$ cat config.mk
export PLATFORM = sky130hd
export DESIGN_NAME = bipolar_current_ramp_controller
export DESIGN_NICKNAME = d
export VERILOG_FILES = /design/src/hdl/brcr_pkg.sv /design/src/hdl/bipolar_current_ramp_controller.sv /design/src/hdl/brcr_decide.sv
export SDC_FILE = /design/constraint.sdc
export NUM_CORES = 1
export LEC_CHECK = 0
export BUFFER_PORTS_ARGS = -buffer_cell sky130_fd_sc_hd__buf_4
export CAP_MARGIN = 20
export CORE_AREA = 8 8 148 150
export CTS_CLUSTER_DIAMETER = 40
export DETAILED_ROUTE_END_ITERATION = 16
export DIE_AREA = 0 0 156 158
export PLACE_DENSITY = 0.61
export SLEW_MARGIN = 30
export SYNTH_ARGS = -nofsm -noshare
export SYNTH_HDL_FRONTEND = slang
export SYNTH_SLANG_ARGS = --single-unit
$ cat constraint.sdc
create_clock -name clk -period 9 [get_ports clk]
set_input_delay 1.35 -clock clk [delete_from_list [all_inputs] [get_ports clk]]
set_output_delay 1.35 -clock clk [all_outputs]
set_load 0.02 [all_outputs]
$ cat src/hdl/brcr_pkg.sv
`timescale 1ns / 1ps

package brcr_pkg;

  localparam int CURRENT_BITS_DEF = 16;
  localparam int STEP_BITS        = 15;
  localparam logic [STEP_BITS-1:0] STEP_RESET = 15'd10;

  typedef enum logic [2:0] {
    ACT_NONE     = 3'd0,
    ACT_POLARITY = 3'd1,
    ACT_OFF      = 3'd2,
    ACT_POWER_ON = 3'd3,
    ACT_SET      = 3'd4,
    ACT_DONE     = 3'd5
  } action_t;

  // Decision flags handed from the decision logic to the result register
  typedef struct packed {
    action_t action;
    logic    polarity_cmd;
    logic    done_notice;
    logic    busy_res;
  } dec_t;

endpackage

$ cat src/hdl/bipolar_current_ramp_controller.sv
`timescale 1ns / 1ps

// Bipolar current ramp controller.
// Input channel (in_*): one request per timer tick or target update. A tick
// carries the supply's programmed magnitude, its output-on flag, the relay
// state and the measuring flag; a target update carries the signed target.
// Output channel (out_*): exactly one result per request, in order, giving
// the supply/relay action to perform and the sweeping flag afterwards.
// Config channel (cfg_*): writes step_size; write only while the block is idle.
// A request passes through the input register, then the decision logic into
// the result register, where out_valid rises. Throughput is one request per
// cycle while out_ready stays high; the target and sweep registers update
// as each request moves from the input register into the result register.
// When the receiver stalls, the result register holds and the input register
// fills; in_ready drops only when both are occupied and out_ready is low.
// Reset clears target to zero, ends any sweep, empties both stages and loads
// step_size with 10 mA.
module bipolar_current_ramp_controller #(
  parameter int CURRENT_BITS = brcr_pkg::CURRENT_BITS_DEF
) (
  input  logic                                  clk,
  input  logic                                  rst_n,
  input  logic                                  in_valid,
  output logic                                  in_ready,
  input  logic                                  in_operation,
  input  logic signed [CURRENT_BITS-1:0]        in_new_target,
  input  logic        [CURRENT_BITS-2:0]        in_supply_setpoint,
  input  logic                                  in_supply_on,
  input  logic                                  in_relay_crossed,
  input  logic                                  in_measuring,
  output logic                                  out_valid,
  input  logic                                  out_ready,
  output logic        [2:0]                     out_action,
  output logic                                  out_polarity_cmd,
  output logic        [CURRENT_BITS-2:0]        out_current_cmd,
  output logic                                  out_done_notice,
  output logic                                  out_busy_res,
  input  logic                                  cfg_valid,
  output logic                                  cfg_ready,
  input  logic        [brcr_pkg::STEP_BITS-1:0] cfg_step_size
);

  logic                              s1_valid_r;
  logic                              s1_op_r;
  logic signed [CURRENT_BITS-1:0]    s1_target_r;
  logic        [CURRENT_BITS-2:0]    s1_setpoint_r;
  logic                              s1_on_r;
  logic                              s1_crossed_r;
  logic                              s1_meas_r;
  logic                              s1_adv;

  logic signed [CURRENT_BITS-1:0]    target_r;
  logic signed [CURRENT_BITS-1:0]    target_nxt;
  logic                              sweep_r;
  logic                              sweep_nxt;
  logic        [brcr_pkg::STEP_BITS-1:0] step_r;

  brcr_pkg::dec_t                    dec;
  brcr_pkg::dec_t                    res_r;
  logic        [CURRENT_BITS-2:0]    cur_cmd;
  logic        [CURRENT_BITS-2:0]    cur_cmd_r;
  logic                              out_valid_r;

  // Advance the input register into the result register when it is free
  assign s1_adv    = !out_valid_r || out_ready;
  assign in_ready  = !s1_valid_r || s1_adv;
  assign cfg_ready = 1'b1;

  brcr_decide #(
    .CURRENT_BITS(CURRENT_BITS)
  ) u_decide (
    .operation       (s1_op_r),
    .new_target      (s1_target_r),
    .supply_setpoint (s1_setpoint_r),
    .supply_on       (s1_on_r),
    .relay_crossed   (s1_crossed_r),
    .measuring       (s1_meas_r),
    .target_cur      (target_r),
    .sweep_cur       (sweep_r),
    .step_size       (step_r),
    .target_nxt      (target_nxt),
    .sweep_nxt       (sweep_nxt),
    .dec             (dec),
    .current_cmd     (cur_cmd)
  );

  always_ff @(posedge clk) begin
    if (!rst_n) begin
      s1_valid_r  <= 1'b0;
      out_valid_r <= 1'b0;
      target_r    <= '0;
      sweep_r     <= 1'b0;
      step_r      <= brcr_pkg::STEP_RESET;
    end else begin
      if (cfg_valid) begin
        step_r <= cfg_step_size;
      end
      if (in_ready) begin
        s1_valid_r <= in_valid;
      end
      if (s1_adv) begin
        out_valid_r <= s1_valid_r;
        if (s1_valid_r) begin
          target_r <= target_nxt;
          sweep_r  <= sweep_nxt;
        end
      end
    end
  end

  always_ff @(posedge clk) begin
    if (in_ready && in_valid) begin
      s1_op_r       <= in_operation;
      s1_target_r   <= in_new_target;
      s1_setpoint_r <= in_supply_setpoint;
      s1_on_r       <= in_supply_on;
      s1_crossed_r  <= in_relay_crossed;
      s1_meas_r     <= in_measuring;
    end
    if (s1_adv && s1_valid_r) begin
      res_r     <= dec;
      cur_cmd_r <= cur_cmd;
    end
  end

  assign out_valid        = out_valid_r;
  assign out_action       = res_r.action;
  assign out_polarity_cmd = res_r.polarity_cmd;
  assign out_current_cmd  = cur_cmd_r;
  assign out_done_notice  = res_r.done_notice;
  assign out_busy_res     = res_r.busy_res;

endmodule

$ cat src/hdl/brcr_decide.sv
`timescale 1ns / 1ps

module brcr_decide #(
  parameter int CURRENT_BITS = brcr_pkg::CURRENT_BITS_DEF
) (
  input  logic                              operation,
  input  logic signed [CURRENT_BITS-1:0]    new_target,
  input  logic        [CURRENT_BITS-2:0]    supply_setpoint,
  input  logic                              supply_on,
  input  logic                              relay_crossed,
  input  logic                              measuring,
  input  logic signed [CURRENT_BITS-1:0]    target_cur,
  input  logic                              sweep_cur,
  input  logic        [brcr_pkg::STEP_BITS-1:0] step_size,
  output logic signed [CURRENT_BITS-1:0]    target_nxt,
  output logic                              sweep_nxt,
  output brcr_pkg::dec_t                    dec,
  output logic        [CURRENT_BITS-2:0]    current_cmd
);

  localparam int SB = brcr_pkg::STEP_BITS;
  localparam int D  = ((CURRENT_BITS > SB + 1) ? CURRENT_BITS : SB + 1) + 2;

  logic                want_cross;
  logic                want_power;
  logic                relay_wrong;
  logic        [D-1:0] mag_x;
  logic        [D-1:0] step_x;
  logic        [D-1:0] mag_max_x;
  logic signed [D-1:0] p;
  logic signed [D-1:0] tgt_x;
  logic signed [D-1:0] diff;
  logic        [D-1:0] diff_abs;
  logic signed [D-1:0] p_step;
  logic        [D-1:0] p_step_abs;
  logic        [CURRENT_BITS-2:0] p_sat;

  assign want_cross  = target_cur[CURRENT_BITS-1];
  assign want_power  = |target_cur;
  assign relay_wrong = relay_crossed != want_cross;

  assign mag_x     = {{(D-CURRENT_BITS+1){1'b0}}, supply_setpoint};
  assign step_x    = {{(D-SB){1'b0}}, step_size};
  assign mag_max_x = {{(D-CURRENT_BITS+1){1'b0}}, {(CURRENT_BITS-1){1'b1}}};
  assign p         = relay_crossed ? -signed'(mag_x) : signed'(mag_x);
  assign tgt_x     = {{(D-CURRENT_BITS){target_cur[CURRENT_BITS-1]}}, target_cur};
  assign diff      = p - tgt_x;
  assign diff_abs  = diff[D-1] ? unsigned'(-diff) : unsigned'(diff);

  // Move one step toward the target, then take the magnitude and clamp it
  assign p_step     = (p > tgt_x) ? (p - signed'(step_x)) : (p + signed'(step_x));
  assign p_step_abs = p_step[D-1] ? unsigned'(-p_step) : unsigned'(p_step);
  assign p_sat      = (p_step_abs > mag_max_x) ? mag_max_x[CURRENT_BITS-2:0]
                                               : p_step_abs[CURRENT_BITS-2:0];

  always_comb begin
    target_nxt       = target_cur;
    sweep_nxt        = sweep_cur;
    dec.action       = brcr_pkg::ACT_NONE;
    dec.polarity_cmd = 1'b0;
    dec.done_notice  = 1'b0;
    current_cmd      = '0;
    if (operation) begin
      if (new_target != target_cur) begin
        target_nxt = new_target;
        sweep_nxt  = 1'b1;
      end
    end else if (sweep_cur) begin
      priority if (relay_wrong && !supply_on) begin
        dec.action       = brcr_pkg::ACT_POLARITY;
        dec.polarity_cmd = want_cross;
      end else if (relay_wrong && (mag_x < step_x)) begin
        dec.action = brcr_pkg::ACT_OFF;
      end else if (diff_abs < step_x) begin
        if (!want_power && (mag_x <= step_x) && supply_on) begin
          dec.action = brcr_pkg::ACT_OFF;
        end else begin
          dec.action      = brcr_pkg::ACT_DONE;
          dec.done_notice = !measuring;
          sweep_nxt       = 1'b0;
        end
      end else if (!supply_on && want_power) begin
        dec.action = brcr_pkg::ACT_POWER_ON;
      end else begin
        dec.action  = brcr_pkg::ACT_SET;
        current_cmd = p_sat;
      end
    end
    dec.busy_res = sweep_nxt;
  end

endmodule
Word-level counts from Yosys, hierarchy flattened:

Index checks and enable logic that the tools add are counted.

* register bits after elaboration: 90
* bits of input ports: 55
* output and inout bits: 24
* word-level logic and storage cells: 74

* add/subtract/negate cells: 6
* magnitude comparators: 5
* equality and inequality tests: 2
* multiplexer cells: 17
* bitwise operators: 3
* reduce and logical (&&, ||, !) cells: 23

Operators with widths (number)
* 18-bit two-way mux: 4
* 18-bit negator: 2
* 18-bit by 16-bit subtractor with 18-bit output: 2
* 18-bit by 16-bit adder with 18-bit output: 1
* 18-bit by 15-bit > comparator with 1-bit output, second input constant: 1
* 18-bit by 16-bit > comparator with 1-bit output: 1
* 18-bit by 15-bit less-than comparator with 1-bit output: 1
* 15-bit negator with 18-bit output: 1
* 16-bit != test: 1
* 16-bit OR reduction: 1
* 15-bit less-or-equal comparator: 1
* 15-bit less-than comparator: 1
* 15-bit two-way mux: 1
* 6-bit OR reduction: 2
* 3-bit two-way mux: 3
* 1-bit two-way mux: 8
* 1-bit logical AND: 7
* 3-bit OR reduction: 2
* 1-bit zero test: 5
* 4-bit AND reduction: 1
* 4-bit OR reduction: 1
* 1-bit NOT: 3
* 1-bit logical OR: 2
* 2-bit two-way mux: 1
* other kinds (3): 3

Depth between registers and ports, before layout:

Gate-level depths: netlist of the first run.

* word-level depth: 11
* gate-level depth with buffers: 31
* depth with buffers taken out: 27

By module:

A second synthesis of the first run with hierarchy kept.

* cell total of the unflattened synthesis: 871
* area, all modules: 8031.5 um^2

Modules (own cells, without submodules)
* brcr_decide: instances 1, cells each 681, area each 4996.0 um^2, sequential area each 0.0 um^2
* bipolar_current_ramp_controller: instances 1, cells each 190, area each 3035.4 um^2, sequential area each 2362.3 um^2

Worst setup path after synthesis of the first run:

No wires, ideal clock.

* path type: reg-to-reg
* start point: reg s1_setpoint_r[2]
* end point: reg cur_cmd_r[11], in the netlist out_current_cmd[11] (data pin)
* data arrival time: 6.631 ns
* slack: 2.112 ns
* cell stages (with the launch flop): 30
* path buffers: 4
* period minus slack after synthesis: 6.888 ns
* path through: edfxtp_1 or3_4 or3_1 or4_4 o21ai_0 xnor2_1 ha_1 clkbuf_1 nand3_1 nor4_1 nand2_1 and3_1 a21bo_2 and2_1 clkbuf_1 clkbuf_1 a21oi_1 xnor2_1 ha_1 a2111oi_2 o21ai_0 a211oi_1 a311oi_1 a211o_1 nor4_1 nor4b_1 o21bai_1 o21ai_2 buf_6 a21oi_2

* longest elaborated chain between the ends: 8
* elaborated cells between the ends (all ways): 17

Ends and longest elaborated chain
* start, declared: RTL line bipolar_current_ramp_controller.sv:46 `logic [CURRENT_BITS-2:0] s1_setpoint_r;`
* start signal, assigned: RTL line bipolar_current_ramp_controller.sv:115 `s1_setpoint_r <= in_supply_setpoint;`
* 15-bit negator with 18-bit output: RTL line brcr_decide.sv:45 `assign p = relay_crossed ? -signed'(mag_x) : signed'(mag_x);`
* 18-bit two-way mux: RTL line brcr_decide.sv:45
* 18-bit by 16-bit adder with 18-bit output (tied with other cells): RTL line brcr_decide.sv:51 `assign p_step = (p > tgt_x) ? (p - signed'(step_x)) : (p + signed'(step_x));`
* 18-bit two-way mux: RTL line brcr_decide.sv:51
* 18-bit negator: RTL line brcr_decide.sv:52 `assign p_step_abs = p_step[D-1] ? unsigned'(-p_step) : unsigned'(p_step);`
* 18-bit two-way mux: RTL line brcr_decide.sv:52
* 18-bit by 15-bit > comparator with 1-bit output: RTL line brcr_decide.sv:53 `assign p_sat = (p_step_abs > mag_max_x) ? mag_max_x[CURRENT_BITS-2:0]`
* 15-bit two-way mux: RTL line brcr_decide.sv:53
* end signal, assigned: RTL line bipolar_current_ramp_controller.sv:122 `cur_cmd_r <= cur_cmd;`
* end, declared: RTL line bipolar_current_ramp_controller.sv:61 `logic [CURRENT_BITS-2:0] cur_cmd_r;`

Parallel ways exist; a longest one is shown, timed or not.
A chain may end at the register's enable or synchronous reset.

Final worst setup path of the first run:

* start point: reg s1_setpoint_r[3]
* end point: reg cur_cmd_r[0], in the netlist out_current_cmd[0] (data pin)

Same word-level chain as after synthesis.

==> metrics.md, run 1 <==
| Metric | Value |
|---|---|
| Area of the core | `19710 µm²` |
| CTS Buffer Depth | `2` |
| EDFF count, synth | `56` |
| DR DRC count | `0` |
| Initial Util | `a little under 40%` |
| Num CTS Buffers | `9` |
| Distinct cell type count after synthesis | `a little under 80` |
| Vias/cell | `roughly 5.4` |
| Total power | `around 0.0017 W` |
| Critical path fanouts, max | `15` |
| Clock Latency Late Sink | `roughly 0.36 ns` |
| Slew @ Worst Pin | `around 0.93 ns` |
| Seq pwr share | `~28%` |
| # IOs | `a little under 80` |
| Diode count | `0` |
| CTS Hold Bufs | `0` |
| Post-route setup slack | `1.153 ns` |
| CTS tree | `yes` |
| Gr usage total | `16.80%` |
| Shortest period the worst path allows | `roughly 7.8 ns` |
| Setup repair bufs after CTS | `0` |
| Gp weighted congestion | `0.8642` |
| Die Ht | `around 160 µm` |
| Number of global-route vias before repair | `6224` |
| Final net count | `slightly above 1000` |
| Post_cts resized | `0` |
| Switch share | `41.49%` |
| Arrival time worst endpoint | `just under 8 ns` |
| Total leakage power | `3.524 nW` |
| Number of port buffers | `77` |
| Peak VDD IR | `about 0.1 mV` |
| R2r worst-path depth | `24` |
| P_sw | `0.0007030 W` |
| Max Freq | `between 0.1 and 0.15 GHz` |
| Max-slew violations | `0` |
| Post-DP HPWL | `between 15000 and 20000 µm` |
| 1st-pass router iterations | `5` |
| Logic gate share of total power | `roughly 50%` |
| Hold path depth | `2` |
| # rows | `52` |
| Clock transition at the registers of the reported paths | `0.07 ns` |
| Register bit count reported by yosys | `90` |
| Kind of critical path | `flop to flop` |
| Ys Warns | `0` |
| Setup TNS | `0 ns` |
| Post-Place Setup Slack | `between 1 and 1.5 ns` |
| Pint | `0.0009913 W` |
| Clock Sinks | `90` |
| Post-Syn Instances | `between 800 and 900` |
| Global-route wire length before repair | `roughly 33000 µm` |
| Post-route cell area | `approximately 9000 µm²` |
| Remaining global-route overflow | `0` |
| Sequential-to-total area share from yosys stat | `about 30%` |
| Die span in x | `around 160 µm` |
| Clk pwr share | `between 20 and 25%` |
| Post-Syn Nets | `slightly below 1000` |
| Share of cells above drive strength 1 | `between 10% and 20%` |
| Vias | `6416` |
| Post-route ant nets | `0` |
| Largest net degree at the start of global routing | `36` |
| CTS root buffer | `clkbuf_16` |
| Antenna violations before repair | `0` |
| Status | `finished clean` |
| Setup-failing EPs final | `0` |
| Final non-filler cell total | `about 1200` |
| Rel. slew slack | `38.00%` |
| Mean post-synth cell area | `between 9 and 10 µm²` |
| RSZ-0062 raised after global routing | `false` |
| Area of the die | `around 25000 µm²` |
| Final Hold Viols | `0` |
| Area grow syn2layout | `14.64%` |
| Setup clock skew after layout | `0.006691 ns` |
| Area post-placement | `approximately 8500 µm²` |
| WL/cell | `between 15 and 20 µm` |
| Fin crit share | `between 80% and 90%` |
| Mapped Area | `7641 µm²` |
| Setup crit end kind | `flop` |
| H-tree depth | `3` |
| Required @ worst endpoint | `about 9.1 ns` |
| Cell count after placement | `approximately 1200` |
| WL final | `roughly 20000 µm` |
| Maxcap violations | `0` |
| Pwr dens | `approximately 190 nW/µm²` |
| Drt first-iter violations | `between 400 and 500` |
| Crit start category | `flop` |
| Post-synth ARST share | `0%` |
| Most used DFF post-synth | `edfxtp_1` |
| Worst hold path type | `flop to flop` |
[final cells by class]
type / instances / area, µm²
tap: 270 / 337.8
fill: 1945 / 10950
multi-input combinational: 681 / 4976
clock buffer: 9 / 225.2
sequential: 90 / 2362
inverter: 50 / 187.7
clock inverter: 7 / 77.57
timing repair buffer: 79 / 593.1
[registers in the layout, summed over array words and instances, names as in the netlist, 3 cells and up]
| register | flops |
|---|---|
| step_r | 15 |
| out_current_cmd | 15 |
| s1_setpoint_r | 15 |
| s1_target_r | 16 |
| target_r | 16 |
| out_action | 3 |
[critical path, cell delays in order, from the launching register on]
cell and delay (ns):
edfxtp_1 0.46, or3_1 0.40, or3_1 0.39, o41ai_1 0.67
nand2_1 0.14, xor2_1 0.20, ha_1 0.39, nand3_1 0.15
nor4_1 0.28, nand2_1 0.12, and3_1 0.20, a21bo_2 0.20
and2_1 0.46, mux2_2 0.42, ha_1 0.29, a211oi_2 0.46
nor2_1 0.12, xor2_1 0.23, a2111oi_2 0.60, nand4b_1 0.22
nor4_1 0.28, nor4b_1 0.27, o21bai_1 0.11, o21ai_2 0.34
a21oi_1 0.15
[cells in the final DEF, fill, tap and decap left out, types with 15 or more instances in the layout]
cell / instances
buf_4: 79
xor2_1: 33
inv_1: 50
nor4_1: 15
a21oi_2: 15
edfxtp_1: 56
dfxtp_1: 34
a21oi_1: 50
o21ai_0: 38
nor2b_1: 37
nand2_1: 55
mux2i_1: 32
nor2_1: 50
nand2b_1: 17
xnor2_1: 51
ha_1: 68
nand3_1: 21
[cells by family after synthesis]
logic type,after synthesis,share of synthesized area (%)
compound gates,211,19.18
xor+xnor,87,10.27
fa+ha+maj,70,11.66
buf+inv,72,4.012
flops,90,30.92
mux,33,4.339
other cells,1,0.04908
simple gates,279,19.58
[cells in the mapped netlist, types with 17 or more instances]
| master | instances | area [µm²] |
|---|---|---|
| nand3_1 | 21 | 105.1 |
| dfxtp_1 | 34 | 680.7 |
| edfxtp_1 | 56 | 1682 |
| o21ai_0 | 38 | 190.2 |
| nand2b_1 | 17 | 106.4 |
| nand2_1 | 55 | 206.5 |
| mux2i_1 | 32 | 320.3 |
| inv_1 | 50 | 187.7 |
| nor2b_1 | 38 | 237.7 |
| xnor2_1 | 51 | 446.7 |
| xor2_1 | 33 | 289.0 |
| ha_1 | 68 | 850.8 |
| nor2_1 | 50 | 187.7 |
| a21oi_1 | 50 | 250.2 |
[per-layer routing]
layer  vias to the layer above  global-route usage (%)  part of all wire [%]
li1                       3239                       -                     -
met1                      3000                   22.21                    48
met2                       151                   27.02                    45
met3                        26                   3.085                   5.0
met4                         0                   5.776                   2.0
met5                         -                       0                     0
[through the flow]
stage / utilization (%) / hold WS [ns]
after floorplan: - / 0.4768
after global placement: 42.90 / 0.4983
after detailed placement: 42.90 / 0.5027
after CTS: 44.43 / 0.5218
after global routing: 44.43 / 0.5517
final: 44.43 / 0.5192
[worst paths after layout]
check / slack [ns] / endpoint / start
min reg2reg: 0.52 / step_r[11] / step_r[11]
max: 1.15 / out_current_cmd[0] / s1_setpoint_r[3]
max reg2reg: 1.15 / out_current_cmd[0] / s1_setpoint_r[3]
min: 0.52 / step_r[11] / step_r[11]
[power by group through the flow]
stage                     Clock, W  Sequential, W  Combinational [W]
after floorplan                  0       0.000490           0.000649
after global placement           0       0.000491           0.000814
after detailed placement         0       0.000492           0.000816
after CTS                 0.000400       0.000483           0.000821
after global routing      0.000410       0.000486           0.000916
final                     0.000387       0.000483           0.000825
No activity file was read; power rests on OpenSTA's default activity.
==> inputs of run 2 (changes only) <==
--- a/config.mk
+++ b/config.mk
@@ -7,11 +7,11 @@
 export LEC_CHECK = 0
 export BUFFER_PORTS_ARGS = -buffer_cell sky130_fd_sc_hd__buf_4
 export CAP_MARGIN = 20
-export CORE_AREA = 8 8 148 150
+export CORE_AREA = 8 8 131 133
 export CTS_CLUSTER_DIAMETER = 40
 export DETAILED_ROUTE_END_ITERATION = 16
-export DIE_AREA = 0 0 156 158
-export PLACE_DENSITY = 0.61
+export DIE_AREA = 0 0 139 141
+export PLACE_DENSITY = 0.74
 export SLEW_MARGIN = 30
 export SYNTH_ARGS = -nofsm -noshare
 export SYNTH_HDL_FRONTEND = slang
==> run 2 against run 1 <==
  * Critical path depth unchanged
  * Hold slack improved by 0.0073 ns
  * Final cell count decreased by 6.9%
  * Global-route usage increased by 3.1 points
  * Highest routed layer unchanged
==> metrics.md, run 2 (synthesized netlist as in run 1, its figures left out) <==
| Metric | Value |
|---|---|
| Critical path fanouts, max | `15 (unchanged)` |
| Status | `finished clean (unchanged)` |
| Post-route ant nets | `0 (unchanged)` |
| Rel. slew slack | `38.30% (was 38.00%)` |
| # IOs | `79 (unchanged)` |
| Setup crit end kind | `flop (unchanged)` |
| Post-Place Setup Slack | `1.281 ns (was 1.287 ns)` |
| Final net count | `1036 (unchanged)` |
| Peak VDD IR | `0.1377 mV (was 0.1026 mV)` |
| CTS root buffer | `clkbuf_16 (unchanged)` |
| Setup repair bufs after CTS | `0 (unchanged)` |
| Setup-failing EPs final | `0 (unchanged)` |
| Vias/cell | `5.855 (was 5.410)` |
| Die span in x | `139 µm (was 156 µm)` |
| Total leakage power | `3.547 nW (was 3.524 nW)` |
| Number of global-route vias before repair | `6167 (was 6224)` |
| Critical Path End | `out_current_cmd[3] (was out_current_cmd[0])` |
| Start point of the critical path | `s1_setpoint_r[3] (unchanged)` |
| RSZ-0062 raised after global routing | `false (unchanged)` |
| Post-route setup slack | `1.102 ns (was 1.153 ns)` |
| Num CTS Buffers | `9 (unchanged)` |
| Shortest period the worst path allows | `7.898 ns (was 7.847 ns)` |
| # rows | `45 (was 52)` |
| FF-to-FF End | `out_current_cmd[3] (was out_current_cmd[0])` |
| Fillers | `1320 (was 1945)` |
| Share of cells above drive strength 1 | `15.72% (unchanged)` |
| Largest registers | `s1_target_r x16, target_r x16 (unchanged)` |
| Number of port buffers | `77 (unchanged)` |
| Max-slew violations | `0 (unchanged)` |
| Post-DP HPWL | `15430 µm (was 16440 µm)` |
| Slew @ Worst Pin | `0.9233 ns (was 0.9278 ns)` |
| Reg2reg setup slack | `1.10 ns (was 1.15 ns)` |
| Crit start category | `flop (unchanged)` |
| Commonest non-fill, non-tap cell in the layout | `buf_4 (unchanged)` |
| CTS Hold Bufs | `0 (unchanged)` |
| Post_cts resized | `0 (unchanged)` |
| Final Hold Viols | `0 (unchanged)` |
| Setup TNS | `0 ns (unchanged)` |
| Worst hold path type | `flop to flop (unchanged)` |
| Clock Sinks | `90 (unchanged)` |
| Antenna violations before repair | `0 (unchanged)` |
| R2r startpoint | `s1_setpoint_r[3] (unchanged)` |
| H-tree depth | `3 (unchanged)` |
| Global-route wire length before repair | `31480 µm (was 32550 µm)` |
| Max Freq | `0.1266 GHz (was 0.1274 GHz)` |
| Worst Min Path Start | `step_r[12] (was step_r[11])` |
| Setup clock skew after layout | `0.01321 ns (was 0.006691 ns)` |
| Maxcap violations | `0 (unchanged)` |
| Diode count | `0 (unchanged)` |
| Area grow syn2layout | `13.90% (was 14.64%)` |
| CTS tree | `yes (unchanged)` |
| 1st-pass router iterations | `5 (unchanged)` |
| Largest net degree at the start of global routing | `36 (unchanged)` |
| WL final | `19400 µm (was 20380 µm)` |
| DR DRC count | `0 (unchanged)` |
| Die Ht | `141 µm (was 158 µm)` |
| Area of the die | `19600 µm² (was 24650 µm²)` |
| Drt first-iter violations | `522 (was 429)` |
| Pwr dens | `201.8 nW/µm² (was 193.4 nW/µm²)` |
| Leading cell types in the layout, fill and taps excluded | `buf_4, ha_1, edfxtp_1 (unchanged)` |
| R2r worst-path depth | `24 (unchanged)` |
| Area of the core | `14980 µm² (was 19710 µm²)` |
| Gp weighted congestion | `0.9446 (was 0.8642)` |
| Fin Hold WS | `0.5265 ns (was 0.5192 ns)` |
| Vias | `6464 (was 6416)` |
| WL/cell | `17.57 µm (was 17.18 µm)` |
| Required @ worst endpoint | `9.06 ns (was 9.08 ns)` |
| Fin crit share | `87.75% (was 87.19%)` |
| Kind of critical path | `flop to flop (unchanged)` |
| Arrival time worst endpoint | `7.96 ns (was 7.92 ns)` |
| Initial Util | `51.02% (was 38.76%)` |
| Remaining global-route overflow | `0 (unchanged)` |
| Clock transition at the registers of the reported paths | `0.07 ns (about the same)` |
| Gr usage total | `19.92% (was 16.80%)` |
| Clock Latency Late Sink | `0.36 ns (about the same)` |
| CTS Buffer Depth | `2 (unchanged)` |
run 2: changes by cell type in the layout (fill, tap and decap cells not counted):
cell       before  now
clkinv_8        2    0
inv_8           1    0
clkinv_4        3    1
bufinv_16       0    3
inv_6           0    2
run 2: stage by stage:
| stage | utilization, % | instance area [µm²] | instances | power (W) |
|---|---|---|---|---|
| 2_1_floorplan | - | 7641 | 843 | 0.001139 |
| 3_3_place_gp | 55.78 | 8354 | 1088 | 0.001288 |
| 3_5_place_dp | 55.78 | 8354 | 1088 | 0.001299 |
| 4_1_cts | 58.11 | 8703 | 1104 | 0.001754 |
| 5_1_grt | 58.11 | 8703 | 1104 | 0.001869 |
| 6_report | 58.11 | 8703 | 1104 | 0.001756 |
run 2: worst max-delay path: stages, from the launching register on:
cell	delay, ns
edfxtp_1	0.47
or3_1	0.40
or3_1	0.37
o41ai_1	0.70
nand2_1	0.13
xor2_1	0.20
ha_1	0.41
nand3_1	0.15
nor4_1	0.29
nand2_1	0.12
and3_1	0.19
a21bo_2	0.20
and2_1	0.44
mux2_2	0.41
ha_1	0.29
a211oi_2	0.44
nor2_1	0.11
xor2_1	0.22
a2111oi_2	0.63
nand4b_1	0.23
nor4_1	0.27
nor4b_1	0.28
o21bai_1	0.11
o21ai_2	0.35
a21oi_1	0.15
run 2: per-layer routing:
| layer | GRT usage (%) | vias to the layer above | wire [µm] |
|---|---|---|---|
| li1 | - | 3229 | - |
| met2 | 31.12 | 198 | 8404 |
| met4 | 7.741 | 0 | 503 |
| met3 | 4.254 | 26 | 1189 |
| met1 | 26.40 | 3011 | 9297 |
| met5 | 0 | - | 0 |
run 2: worst min-delay path by stage:
stage                       to  slack (ns)  cells past startpoint
3_5_place_dp        step_r[12]        0.51                      2
5_1_grt        out_done_notice        0.55                      1
4_1_cts             step_r[12]        0.53                      2
3_3_place_gp        step_r[11]        0.50                      2
2_1_floorplan        out_valid        0.48                      1
6_report            step_r[12]        0.53                      2
run 2: power breakdown:
part	leakage, nW	switching (W)	internal, W	total [W]
logic	2.57	0.000486	0.000335	0.000821
clock network	0.167	0.000178	0.000274	0.000453
registers	0.814	0.0000210	0.000462	0.000483
run 2: layout make-up:
cell class / count / area (µm²) / area share [%]
clock buffer: 9 / 225.2 / 2.588
sequential: 90 / 2362 / 27.14
inverter: 50 / 187.7 / 2.156
tap: 188 / 235.2 / 2.703
timing repair buffer: 79 / 593.1 / 6.814
multi-input combinational: 681 / 4976 / 57.17
clock inverter: 7 / 123.9 / 1.423
==> inputs of run 3 (changes only) <==
--- a/config.mk
+++ b/config.mk
@@ -5,14 +5,14 @@
 export SDC_FILE = /design/constraint.sdc
 export NUM_CORES = 1
 export LEC_CHECK = 0
+export ABC_AREA = 1
 export BUFFER_PORTS_ARGS = -buffer_cell sky130_fd_sc_hd__buf_4
 export CAP_MARGIN = 20
-export CORE_AREA = 8 8 131 133
+export CORE_AREA = 8 8 105 178
 export CTS_CLUSTER_DIAMETER = 40
 export DETAILED_ROUTE_END_ITERATION = 16
-export DIE_AREA = 0 0 139 141
+export DIE_AREA = 0 0 113 186
 export PLACE_DENSITY = 0.74
-export SLEW_MARGIN = 30
 export SYNTH_ARGS = -nofsm -noshare
 export SYNTH_HDL_FRONTEND = slang
 export SYNTH_SLANG_ARGS = --single-unit
==> run 3 against run 2 <==
  * Critical path depth is 12 higher
  * Global-route usage grew 4.1 points
  * Sequential cell count did not move
  * Sequential power hardly changed
  * First-iteration DRC count decreased by 26%
  * Synthesized cell count increased by 38%
  * Clock power shrank 18%
  * Critical path type unchanged
==> metrics.md, run 3 <==
| Metric | Value |
|---|---|
| Die Ht | `186 µm (was 141 µm)` |
| CTS root buffer | `clkbuf_16 (unchanged)` |
| Setup clock skew after layout | `0.01060 ns (was 0.01321 ns)` |
| EDFF count, synth | `56 (unchanged)` |
| # IOs | `79 (unchanged)` |
| Max Freq | `0.1475 GHz (was 0.1266 GHz)` |
| WL/cell | `17.22 µm (was 17.57 µm)` |
| Remaining global-route overflow | `0 (unchanged)` |
| Area post-placement | `8974 µm² (was 8354 µm²)` |
| Hold Crit Endpoint | `out_valid (was step_r[12])` |
| Levels on crit path | `36 (was 24)` |
| CTS Buffer Depth | `2 (unchanged)` |
| DR DRC count | `0 (unchanged)` |
| Total leakage power | `4.552 nW (was 3.547 nW)` |
| 1st-pass router iterations | `5 (unchanged)` |
| Synth area leader | `edfxtp_1 (unchanged)` |
| Setup TNS | `0 ns (unchanged)` |
| Worst Min Path Start | `s1_valid_r (was step_r[12])` |
| Fillers | `1589 (was 1320)` |
| Die span in x | `113 µm (was 139 µm)` |
| Diode count | `0 (unchanged)` |
| Required @ worst endpoint | `9.09 ns (was 9.06 ns)` |
| CTS Hold Bufs | `0 (unchanged)` |
| Commonest non-fill, non-tap cell in the layout | `nand2_1 (was buf_4)` |
| Slew @ Worst Pin | `1.079 ns (was 0.9233 ns)` |
| Pwr dens | `211.8 nW/µm² (was 201.8 nW/µm²)` |
| Distinct cell type count after synthesis | `49 (was 77)` |
| Rel. slew slack | `27.14% (was 38.30%)` |
| Setup-failing EPs final | `0 (unchanged)` |
| Fin crit share | `75.32% (was 87.75%)` |
| Post-synth ARST share | `0% (unchanged)` |
| Most used DFF post-synth | `edfxtp_1 (unchanged)` |
| Max-slew violations | `0 (unchanged)` |
| Gr usage total | `23.99% (was 19.92%)` |
| Drt first-iter violations | `384 (was 522)` |
| CTS tree | `yes (unchanged)` |
| Leading cell types in the layout, fill and taps excluded | `nand2_1, inv_1, nor2_1 (was buf_4, ha_1, edfxtp_1)` |
| Count of buffer and inverter cells on the critical path | `7 (was 0)` |
| Critical path fanouts, max | `15 (unchanged)` |
| Post_cts resized | `0 (unchanged)` |
| Post-Syn Instances | `1166 (was 843)` |
| Num CTS Buffers | `9 (unchanged)` |
| Reg2reg setup slack | `2.22 ns (was 1.10 ns)` |
| Final Hold Viols | `0 (unchanged)` |
| R2r startpoint | `s1_setpoint_r[0] (was s1_setpoint_r[3])` |
| Register Area | `2362 µm² (unchanged)` |
| Mapped Area | `8237 µm² (was 7641 µm²)` |
| Largest net degree at the start of global routing | `36 (unchanged)` |
| Clock Latency Late Sink | `0.37 ns (was 0.36 ns)` |
| Ys Warns | `0 (unchanged)` |
| CP peak stage delay | `0.40 ns (was 0.70 ns)` |
| Final net count | `1366 (was 1036)` |
| WL final | `24760 µm (was 19400 µm)` |
| Setup crit end kind | `flop (unchanged)` |
| Post-route ant nets | `0 (unchanged)` |
| Commonest cells in the netlist | `nand2_1, inv_1, nor2_1, a21oi_1, ha_1 (was ha_1, edfxtp_1, nand2_1, xnor2_1)` |
| Arrival time worst endpoint | `6.87 ns (was 7.96 ns)` |
| Global-route wire length before repair | `38380 µm (was 31480 µm)` |
| Setup repair bufs after CTS | `0 (unchanged)` |
| Maxcap violations | `0 (unchanged)` |
| Shortest period the worst path allows | `6.779 ns (was 7.898 ns)` |
| Area of the core | `16290 µm² (was 14980 µm²)` |
| Antenna violations before repair | `0 (unchanged)` |
| Gp weighted congestion | `0.9759 (was 0.9446)` |
| Number of global-route vias before repair | `8022 (was 6167)` |
| Vias | `8032 (was 6464)` |
| Share of cells above drive strength 1 | `13.08% (was 15.72%)` |
| Vias/cell | `5.586 (was 5.855)` |
| Sequential-to-total area share from yosys stat | `28.68% (was 30.92%)` |
| Kind of critical path | `flop to flop (unchanged)` |
| # rows | `62 (was 45)` |
| Crit start category | `flop (unchanged)` |
| Register bit count reported by yosys | `90 (unchanged)` |
| Post-Syn Nets | `1291 (was 968)` |
| Mean post-synth cell area | `7.064 µm² (was 9.064 µm²)` |
| Delay-heaviest family, CP | `simple AND/OR/NAND/NOR gates (unchanged)` |
| CP max-delay cell | `edfxtp_1 (was o41ai_1)` |
| Post-DP HPWL | `20700 µm (was 15430 µm)` |
| Area grow syn2layout | `12.43% (was 13.90%)` |
| Initial Util | `50.56% (was 51.02%)` |
| Number of port buffers | `77 (unchanged)` |
| FF-to-FF End | `out_current_cmd[4] (was out_current_cmd[3])` |
| Hold path depth | `2 (unchanged)` |
| RSZ-0062 raised after global routing | `false (unchanged)` |
| Top-area cell type share of the netlist area | `20.42% (was 22.01%)` |
| Multi-input logic area | `5080 µm² (was 4976 µm²)` |
| Worst hold path type | `flop to flop (unchanged)` |
| Post-route cell area | `9260 µm² (was 8703 µm²)` |
| Synth top area cells | `edfxtp_1, nand2_1, ha_1, inv_1, dfxtp_1 (was edfxtp_1, ha_1, dfxtp_1, xnor2_1, mux2i_1)` |
| Crit path top cell by count | `nand2_1` |
| Clock transition at the registers of the reported paths | `0.07 ns (about the same)` |
| Most frequent cell after synthesis | `nand2_1 (was ha_1)` |
| Largest registers | `s1_target_r x16, target_r x16 (unchanged)` |
| Status | `finished clean (unchanged)` |
| Clock Sinks | `90 (unchanged)` |
| R2r worst-path depth | `36 (was 24)` |
| Peak VDD IR | `0.1162 mV (was 0.1377 mV)` |
| Area of the die | `21020 µm² (was 19600 µm²)` |
| H-tree depth | `3 (unchanged)` |
==> run 3: changes by cell type after synthesis, sizes merged, moves of 15 or more <==
cell,change
a21oi,+34
inv,+134
mux2i,-32
nand2,+253
nand2b,-17
nand3,+52
nand4,+23
nor2,+51
nor2b,-38
o21ai,+21
or3,-15
xnor2,-29
xor2,+16
==> run 3: worst min-delay path, stage by stage, from the launching register on <==
cell	delay (ns)
dfxtp_1	0.32
nor2_1	0.10
nor2_1	0.05
==> run 3: how the worst max path moves through the flow <==
stage	start	endpoint	slack [ns]
finish	s1_setpoint_r[0]	out_current_cmd[4]	2.22
global route	s1_setpoint_r[0]	out_current_cmd[3]	1.62
CTS	s1_setpoint_r[0]	out_current_cmd[4]	2.31
detailed placement	s1_setpoint_r[0]	out_current_cmd[4]	2.33
global placement	s1_setpoint_r[0]	out_current_cmd[0]	2.50
floorplan	s1_setpoint_r[0]	out_current_cmd[14]	3.74
==> run 3: routing by layer <==
metal / vias up / share of wire [%] / wire length (µm) / GRT usage (%)
li1: 3983 / - / - / -
met1: 3697 / 33 / 8086 / 20.05
met3: 121 / 3.5 / 858 / 3.639
met5: - / 0 / 0 / 0
met4: 0 / 8.5 / 2098 / 22.72
met2: 231 / 55 / 13710 / 46.65
==> run 3: stage by stage <==
stage	util (%)	power, W	setup WS [ns]	hold slack, ns	cells
6_report	56.84	0.001962	2.221	0.5073	1438
5_1_grt	56.84	0.002119	1.624	0.5326	1438
4_1_cts	56.84	0.001956	2.309	0.5070	1438
3_5_place_dp	55.08	0.001581	2.331	0.4944	1422
3_3_place_gp	55.08	0.001568	2.500	0.4845	1422
2_1_floorplan	-	0.001333	3.740	0.4633	1166
==> run 3: cell families (layout without fill, tap and decap cells) <==
family                   Yosys count  after routing  share of synthesized area, %
AND/OR/NAND/NOR                  554            554                         30.53
flip-flops                        90             90                         28.68
other                              1              1                       0.04553
adder cells (fa/ha/maj)           70             70                         10.82
buffers and inverters            200            280                         9.677
AO/OA/AOI/OAI                    177            177                         11.88
XOR/XNOR                          74             74                         8.370
==> run 3: area by class of cell <==
class | count | area share (%)
inverter | 184 | 7.458
sequential | 90 | 25.51
clock buffer | 9 | 2.432
multi-input combinational | 876 | 54.86
timing repair buffer | 80 | 6.486
tap | 192 | 2.594
clock inverter | 7 | 0.6621
==> run 3: report_power, final <==
part           switching, W  total (W)  internal, W
Clock              0.000180   0.000372     0.000192
Combinational      0.000735    0.00111     0.000371
Sequential        0.0000194   0.000484     0.000464
Total              0.000935    0.00196      0.00103
